### config.mk
export PLATFORM = sky130hd
export DESIGN_NAME = mcbm_ctrl
export DESIGN_NICKNAME = d
export VERILOG_FILES = /design/src/rtl/core/mcbm_pkg.sv /design/src/rtl/core/mcbm_ctrl.sv
export SDC_FILE = /design/constraint.sdc
export NUM_CORES = 1
export LEC_CHECK = 0
export BUFFER_PORTS_ARGS = -buffer_cell sky130_fd_sc_hd__buf_2
export CAP_MARGIN = 20
export CORE_AREA = 2 2 39 41
export DETAILED_ROUTE_END_ITERATION = 6
export DIE_AREA = 0 0 41 43
export MAX_ROUTING_LAYER = met4
export PLACE_DENSITY = 0.43
export SYNTH_ARGS = -nofsm -noshare
export SYNTH_HDL_FRONTEND = slang
export SYNTH_SLANG_ARGS = --single-unit
### constraint.sdc
create_clock -name clk -period 1.78 [get_ports clk]
set_input_delay 0.178 -clock clk [delete_from_list [all_inputs] [get_ports clk]]
set_output_delay 0.178 -clock clk [all_outputs]
set_load 0.005 [all_outputs]
### src/rtl/core/mcbm_pkg.sv
// ----------------------------------------------------------------------------
// mcbm_pkg
// Types, codes and helpers shared by the multi-channel bounded mailbox.
// ----------------------------------------------------------------------------
package mcbm_pkg;

	localparam int NUM_CHANNELS = 8;
	localparam int QUEUE_DEPTH  = 16;
	localparam int DATA_WIDTH   = 32;

	// payload field widths
	localparam int OP_W     = 3;
	localparam int CHAN_W   = 3;
	localparam int WORD_W   = 32;
	localparam int LIMIT_W  = 5;
	localparam int STATUS_W = 2;

	// internal widths
	localparam int CH_IW  = (NUM_CHANNELS > 1) ? $clog2(NUM_CHANNELS) : 1;
	localparam int PTR_W  = (QUEUE_DEPTH > 1) ? $clog2(QUEUE_DEPTH) : 1;
	localparam int CNT_W  = $clog2(QUEUE_DEPTH + 1);
	localparam int STORE_DEPTH = NUM_CHANNELS * QUEUE_DEPTH;
	localparam int ADDR_W = (STORE_DEPTH > 1) ? $clog2(STORE_DEPTH) : 1;

	// operation codes
	localparam logic [OP_W-1:0] OP_OPEN      = 3'd0;
	localparam logic [OP_W-1:0] OP_CLOSE     = 3'd1;
	localparam logic [OP_W-1:0] OP_SEND      = 3'd2;
	localparam logic [OP_W-1:0] OP_RECEIVE   = 3'd3;
	localparam logic [OP_W-1:0] OP_BROADCAST = 3'd4;

	// status codes
	localparam logic [STATUS_W-1:0] ST_OK          = 2'd0;
	localparam logic [STATUS_W-1:0] ST_WOULD_BLOCK = 2'd1;
	localparam logic [STATUS_W-1:0] ST_NO_CHANNEL  = 2'd2;
	localparam logic [STATUS_W-1:0] ST_TABLE_FULL  = 2'd3;

	typedef struct packed {
		logic [OP_W-1:0]    op;
		logic [CHAN_W-1:0]  channel;
		logic [WORD_W-1:0]  send_data;
		logic [LIMIT_W-1:0] limit;
	} mcbm_req_t;

	typedef struct packed {
		logic [STATUS_W-1:0] status;
		logic [WORD_W-1:0]   recv_data;
		logic [CHAN_W-1:0]   slot;
	} mcbm_rsp_t;

	// controller to datapath
	typedef struct packed {
		logic latch_in;
		logic exec;
		logic read_done;
		logic bcast_step;
		logic load_out;
	} mcbm_cmd_t;

	// datapath to controller
	typedef struct packed {
		logic recv_go;
		logic bcast_go;
		logic scan_last;
	} mcbm_stat_t;

	function automatic logic [PTR_W-1:0] next_pos(input logic [PTR_W-1:0] p);
		if (32'(p) + 1 >= QUEUE_DEPTH) begin
			return '0;
		end
		return p + PTR_W'(1);
	endfunction

	function automatic logic [ADDR_W-1:0] store_addr(input logic [CH_IW-1:0] c,
			input logic [PTR_W-1:0] p);
		return ADDR_W'(32'(c) * QUEUE_DEPTH + 32'(p));
	endfunction

endpackage

### src/rtl/core/mcbm_ctrl.sv
// ----------------------------------------------------------------------------
// mcbm_ctrl
// Sequencer of the mailbox: takes one transaction, steps the datapath
// through execute, store read or broadcast sweep, then hands off the result.
// ----------------------------------------------------------------------------
module mcbm_ctrl (
	input  logic                clk,
	input  logic                arst_n,
	input  logic                req_valid,
	output logic                req_ready,
	output logic                rsp_valid,
	input  logic                rsp_ready,
	input  mcbm_pkg::mcbm_stat_t stat,
	output mcbm_pkg::mcbm_cmd_t  cmd
);

	localparam logic [2:0] S_IDLE  = 3'd0;
	localparam logic [2:0] S_EXEC  = 3'd1;
	localparam logic [2:0] S_READ  = 3'd2;
	localparam logic [2:0] S_BCAST = 3'd3;
	localparam logic [2:0] S_DONE  = 3'd4;

	logic [2:0] state_q;
	logic [2:0] state_d;
	logic       rsp_valid_q;
	logic       load_out;

	assign req_ready = (state_q == S_IDLE);
	assign rsp_valid = rsp_valid_q;
	// result register frees up in the same cycle it is taken
	assign load_out  = (state_q == S_DONE) && (!rsp_valid_q || rsp_ready);

	always_comb begin
		cmd.latch_in   = req_valid && req_ready;
		cmd.exec       = (state_q == S_EXEC);
		cmd.read_done  = (state_q == S_READ);
		cmd.bcast_step = (state_q == S_BCAST);
		cmd.load_out   = load_out;
	end

	always_comb begin
		state_d = state_q;
		case (state_q)
			S_IDLE: begin
				if (req_valid) begin
					state_d = S_EXEC;
				end
			end
			S_EXEC: begin
				if (stat.recv_go) begin
					state_d = S_READ;
				end else if (stat.bcast_go) begin
					state_d = S_BCAST;
				end else begin
					state_d = S_DONE;
				end
			end
			S_READ: begin
				state_d = S_DONE;
			end
			S_BCAST: begin
				if (stat.scan_last) begin
					state_d = S_DONE;
				end
			end
			S_DONE: begin
				if (load_out) begin
					state_d = S_IDLE;
				end
			end
			default: begin
				state_d = S_IDLE;
			end
		endcase
	end

	always_ff @(posedge clk or negedge arst_n) begin
		if (!arst_n) begin
			state_q     <= S_IDLE;
			rsp_valid_q <= 1'b0;
		end else begin
			state_q <= state_d;
			if (load_out) begin
				rsp_valid_q <= 1'b1;
			end else if (rsp_ready) begin
				rsp_valid_q <= 1'b0;
			end
		end
	end

endmodule

==> impl_metrics.yaml, run 1 <==
status:
  status: "finished, final reports clean"
power:
  power.leakage_nw: 0.183
  peakVddDrop_v: 0.000652
  power.density_nw_per_um2: 1560
final_layout:
  mostFrequentLayoutCells: "13 x buf_2, 5 x nor2_1, 4 x nor3_1, 4 x dfrtp_1, 3 x clkbuf_4"
  final_common_cell: "buf_2"
  syn2layout_area_growth_pct: 38.7
  n_antenna_cell: 0
  drive_gt1_share_pct: 41.9
  layout.cells.non_filler: 59
  final_nets: 52
worst_setup_path:
  path_class: "register to primary output"
  cp_max_fo: 10
  r2r_cells: 3
  cp-start-kind: "register"
  critical_path_arrival_ns: 1.18
  end_kind: "primary output"
  crit_required_ns: 1.60
min_path:
  min_path_type: "input pin to register"
  holdPathStages: 2
clocking:
  cts_buffers: 3
  cts_sinks: 4
  cts_resized: 0
  root_buffer: "clkbuf_4"
  cts_tree: "done"
  hold_buffers: 1
  h-tree-depth: 1
  cts_setup_buffers: 0
  cts.clk_slew.worst_paths_ns: 0.03
  worstSkewPairLatency_ns: 0.23
  clk_path_buf_depth: 2
placed_design:
  dp_cells: 55
  hpwl_um: 436
  port_buffers: 13
  pre_cts_ws_ns: 0.641
  place.gp.congestion: 0.605
global_routing:
  grt_first_pass_wirelength_um: 862
  grt_usage_pct: 7.76
  antenna_found_initial: 0
  grt_max_degree: 11
  gr-total-overflow: 0
  grt_pass1_vias: 211
floorplanning:
  dieArea_um2: 1760
  dieHeight_um: 43
  initial_core_util_pct: 18.4
  fp.coreArea_um2: 1380
  io-pin-count: 14
  rows: 14
  dieWidth_um: 41
drt:
  wirelength_um: 564
  dr.pass1.iters: 2
  drt-initial-drc-count: 1
  antenna_left: 0
  vias: 234
  drt-wirelength-per-cell_um: 9.56
  vias_per_cell: 3.97
  drcViolationCount: 0
yosys:
  synthDistinctLibCells: 16
  synth-xor-area-share_pct: 0
  synth_top_family_by_area: "simple AND/OR/NAND/NOR gates"
  synth_compound_area_share_pct: 11.3
  syn_area_um2: 255
  yosysWarningCount: 0
  synth_area_leaders: "dfrtp_1 39%, nor3_1 7.8%, nor2_1 7.4%"
  yosysTopAreaCell: "dfrtp_1"
  synth-seq-cells: 4
  synth_fp_nets: 35
  synth.avg_cell_area_um2: 9.12
  synth-simple-area-share_pct: 40.7
  yosysTopAreaCellShare_pct: 39.2
  synth-adder-area-share_pct: 0
  synth_cells: 28
  synthMuxAreaShare_pct: 0
  synth_seq_area_share_pct: 39.2
sta:
  fin_ws_ns: 0.419
  hold_viol: 0
  slew_violations: 0
  final.period_utilization_pct: 76.5
  tightest_slew_ns: 0.290
  setup_viol: 0
  rsz0062_at_grt: "no"
  max_slew_margin_pct: 80.7
  fmax_mhz: 735
  finalCriticalPeriod_ns: 1.36
  fin_tns_setup_ns: 0
  final.setup_skew_ns: 0.00521
job:
  max_cap_violations: 0
==> power by group <==
| part | internal [mW] | switching (mW) |
|---|---|---|
| logic | 0.130 | 0.108 |
| registers | 0.134 | 0.0714 |
| clock network | 0.0751 | 0.0336 |
==> final cells by class <==
class                           count  area [µm²]
Timing Repair Buffer               14        75.1
Multi-Input combinational cell     21         133
Tap cell                           16        20.0
Inverter                            1        3.75
Clock buffer                        3        22.5
Fill cell                         160        1030
Sequential cell                     4         100
==> sequential cells by signal, summed over array words and instances (netlist names) <==
name	count
state_q	3
rsp_valid	1
==> cells by family after synthesis <==
kind of cell | count (synthesis)
AOI/OAI and AO/OA | 3
buffers and inverters | 3
DFF | 4
and+or+nand+nor | 18
==> worst paths after layout <==
path	start	slack, ns	endpoint
max	state_q[1]	0.42	cmd[4]
min	stat[0]	0.15	state_q[1]
max reg2reg	state_q[1]	0.70	state_q[0]
min reg2reg	rsp_valid	0.55	rsp_valid
max in group asynchronous	arst_n	1.38	state_q[1]
min in group asynchronous	arst_n	0.28	state_q[0]
==> critical path: stages, from the launching register on <==
cell and delay [ns]:
dfrtp_1 0.47, nor3_1 0.24, and2_1 0.14, buf_2 0.10
==> metrics by stage <==
stage                     utilization [%]  hold WS [ns]  cell area [µm²]  power, mW
after floorplan                         -        -0.118              255      0.371
after global placement               23.2       -0.0132              322      0.449
after detailed placement             23.2       -0.0164              322      0.450
after CTS                            25.6         0.149              354      0.570
after global routing                 25.6         0.156              354      0.613
final                                25.6         0.153              354      0.552
==> per-layer routing <==
metal	GRT usage [%]	part of all wire (%)
met1	10.5	51
met2	8.75	37
met3	3.14	13
met5	-	0
met4	6.00	0
==> cell usage after synthesis <==
cell,instances
a21oi_1,1
and3b_4,1
nor3b_1,1
nor2_1,5
and4bb_1,1
buf_4,1
inv_1,1
nand2b_1,2
dfrtp_1,4
buf_6,1
o32ai_2,1
and3_1,1
a211oi_1,1
nand2_1,2
and2_1,1
nor3_1,4
No activity file was read; power rests on OpenSTA's default activity.
==> run 2, diff against run 1 <==
--- a/config.mk
+++ b/config.mk
@@ -5,13 +5,14 @@
 export SDC_FILE = /design/constraint.sdc
 export NUM_CORES = 1
 export LEC_CHECK = 0
+export ABC_AREA = 1
 export BUFFER_PORTS_ARGS = -buffer_cell sky130_fd_sc_hd__buf_2
 export CAP_MARGIN = 20
 export CORE_AREA = 2 2 39 41
 export DETAILED_ROUTE_END_ITERATION = 6
 export DIE_AREA = 0 0 41 43
 export MAX_ROUTING_LAYER = met4
-export PLACE_DENSITY = 0.43
+export PLACE_DENSITY = 0.44
 export SYNTH_ARGS = -nofsm -noshare
 export SYNTH_HDL_FRONTEND = slang
 export SYNTH_SLANG_ARGS = --single-unit
==> constraint.sdc (replaced) <==
create_clock -name clk -period 1.3 [get_ports clk]
set_input_delay 0.13 -clock clk [delete_from_list [all_inputs] [get_ports clk]]
set_output_delay 0.13 -clock clk [all_outputs]
set_load 0.005 [all_outputs]
==> impl_metrics.yaml, run 2 <==
status:
  status: "finished, final reports clean"
drt:
  vias: 292
  drcViolationCount: 0
  wirelength_um: 578
  vias_per_cell: 4.06
  antenna_left: 0
  dr.pass1.iters: 4
  drt-wirelength-per-cell_um: 8.03
  drt-initial-drc-count: 5
global_routing:
  grt_first_pass_wirelength_um: 841
  gr-total-overflow: 0
  grt_max_degree: 8
  grt_pass1_vias: 239
  grt_usage_pct: 8.14
  antenna_found_initial: 0
worst_setup_path:
  rrSetupSlack_ns: 0.27
  cp-startpoint: "state_q[0]"
  cp-start-kind: "register"
  slowest_stage: "dfrtp_1"
  crit_required_ns: 1.17
  end_kind: "primary output"
  worstReg2RegStart: "state_q[2]"
  critical_path_arrival_ns: 1.10
  r2r-end: "state_q[0]"
  cp_max_fo: 7
  path_cells: "nor4_1 > buf_2"
  slowest_delay_ns: 0.45
  path_class: "register to primary output"
  r2r_cells: 5
clocking:
  worstSkewPairLatency_ns: 0.23
  cts.clk_slew.worst_paths_ns: 0.03
  h-tree-depth: 1
  cts_sinks: 4
  cts_buffers: 3
  cts_setup_buffers: 0
  cts_tree: "done"
  root_buffer: "clkbuf_4"
  clk_path_buf_depth: 2
final_layout:
  final_nets: 65
  syn2layout_area_growth_pct: 43.5
  largest_reg_flops: 3
  drive_gt1_share_pct: 37.5
  layout.cells.non_filler: 72
  final_common_cell: "buf_2"
  mostFrequentLayoutCells: "13 x buf_2, 8 x inv_1, 8 x nand2_1"
  n_antenna_cell: 0
  top_register: "state_q"
sta:
  setup_viol: 0
  max_slew_margin_pct: 84.2
  final.period_utilization_pct: 94.9
  fmax_mhz: 810
  fin_ws_ns: 0.0657
  final.setup_skew_ns: 0.000552
  slew_violations: 0
  tightest_slew_ns: 0.235
  finalCriticalPeriod_ns: 1.23
  hold_viol: 0
yosys:
  synthArstFlopShare_pct: 100
  ys.flop_type: "dfrtp_1"
  synth_fp_nets: 47
  synth_seq_area_share_pct: 38.3
  synth-seq-cells: 4
  yosysWarningCount: 0
  synth_cells: 40
  synth_area_leaders: "dfrtp_1 38%, inv_1 11%, nand2_1 11%"
  synthDistinctLibCells: 13
  yosysTopAreaCell: "dfrtp_1"
  synth_commonest_cells: "8 x inv_1, 8 x nand2_1, 8 x nor2_1, 4 x dfrtp_1, 3 x nand3_1"
  yosysTopAreaCellShare_pct: 38.3
  syn_area_um2: 262
  synth.avg_cell_area_um2: 6.54
  synth_edf_count: 0
placed_design:
  place.gp.congestion: 0.687
  pre_cts_ws_ns: 0.249
  dp_cells: 68
  port_buffers: 13
  hpwl_um: 468
floorplanning:
  fp.coreArea_um2: 1380
  dieHeight_um: 43
  initial_core_util_pct: 18.9
  dieWidth_um: 41
  io-pin-count: 14
  dieArea_um2: 1760
  rows: 14
min_path:
  holdPathStages: 2
  hold_end: "rsp_valid"
  min_from: "rsp_ready"
  min_path_type: "input pin to register"
job:
  max_cap_violations: 0
power:
  power.density_nw_per_um2: 1940
  peakVddDrop_v: 0.000430
  power.leakage_nw: 0.221
run 2: cell types whose count changed in the layout (fill, tap and decap cells not counted), sizes merged, moves of 2 or more:
cell	change
inv	+7
nand2	+7
nand2b	-2
nand3	+3
nor2	+4
nor3	-3
o21ai	+2
run 2: cell type report:
type / instances / area [µm²]
fillers: 159 / 1010
multi-input cells: 27 / 126
flip-flops and latches: 4 / 101
repair buffers: 14 / 75.1
inverters: 8 / 30.0
clock buffers: 3 / 22.5
well taps: 16 / 20.0
run 2: worst max-delay path by stage:
stage / to / slack (ns) / cells past startpoint
after floorplan: cmd[0] / 0.35 / 4
after global placement: state_q[0] / 0.24 / 5
after detailed placement: state_q[0] / 0.25 / 5
after CTS: cmd[0] / 0.03 / 4
after global routing: req_ready / -0.003 / 2
final: cmd[4] / 0.07 / 2
run 2: kinds of logic after synthesis:
logic type / Yosys count / synth area share (%)
simple gates: 24 / 40.2
flops: 4 / 38.3
buf+inv: 9 / 14.4
compound gates: 3 / 7.18
run 2: metrics by stage:
| stage | total power [mW] | utilization [%] | area [µm²] | hold slack [ns] | setup TNS (ns) |
|---|---|---|---|---|---|
| after floorplan | 0.451 | - | 262 | -0.166 | 0 |
| after global placement | 0.581 | 24.5 | 339 | -0.0579 | 0 |
| after detailed placement | 0.574 | 24.5 | 339 | -0.0637 | 0 |
| after CTS | 0.735 | 26.9 | 372 | 0.117 | 0 |
| after global routing | 0.804 | 27.1 | 375 | 0.143 | -0.00298 |
| final | 0.727 | 27.1 | 375 | 0.127 | 0 |
run 2: what timing repair did:
item,4_1_cts,5_1_grt
hold buffers,1,0
gates resized for setup,0,2
endpoints found under the setup margin,0,2
endpoints found under the hold margin,4,0
run 2: layer usage:
metal / part of all wire [%] / track usage (%) / vias to the layer above
met4: 3.3 / 10.0 / 0
li1: - / - / 155
met5: 0 / - / -
met2: 45 / 10.0 / 8
met1: 45 / 8.41 / 127
met3: 6.2 / 3.14 / 2
run 2: critical path: cells and delay by family (launching register included):
kind          cells  cell delay (ns)
buf+inv           1             0.15
flops             1             0.45
simple gates      1             0.27
run 2: report_power, final:
part	total [mW]	internal, mW	switching, mW
combinational	0.330	0.150	0.179
sequential	0.250	0.179	0.0711
clock	0.147	0.103	0.0439
total	0.727	0.432	0.294
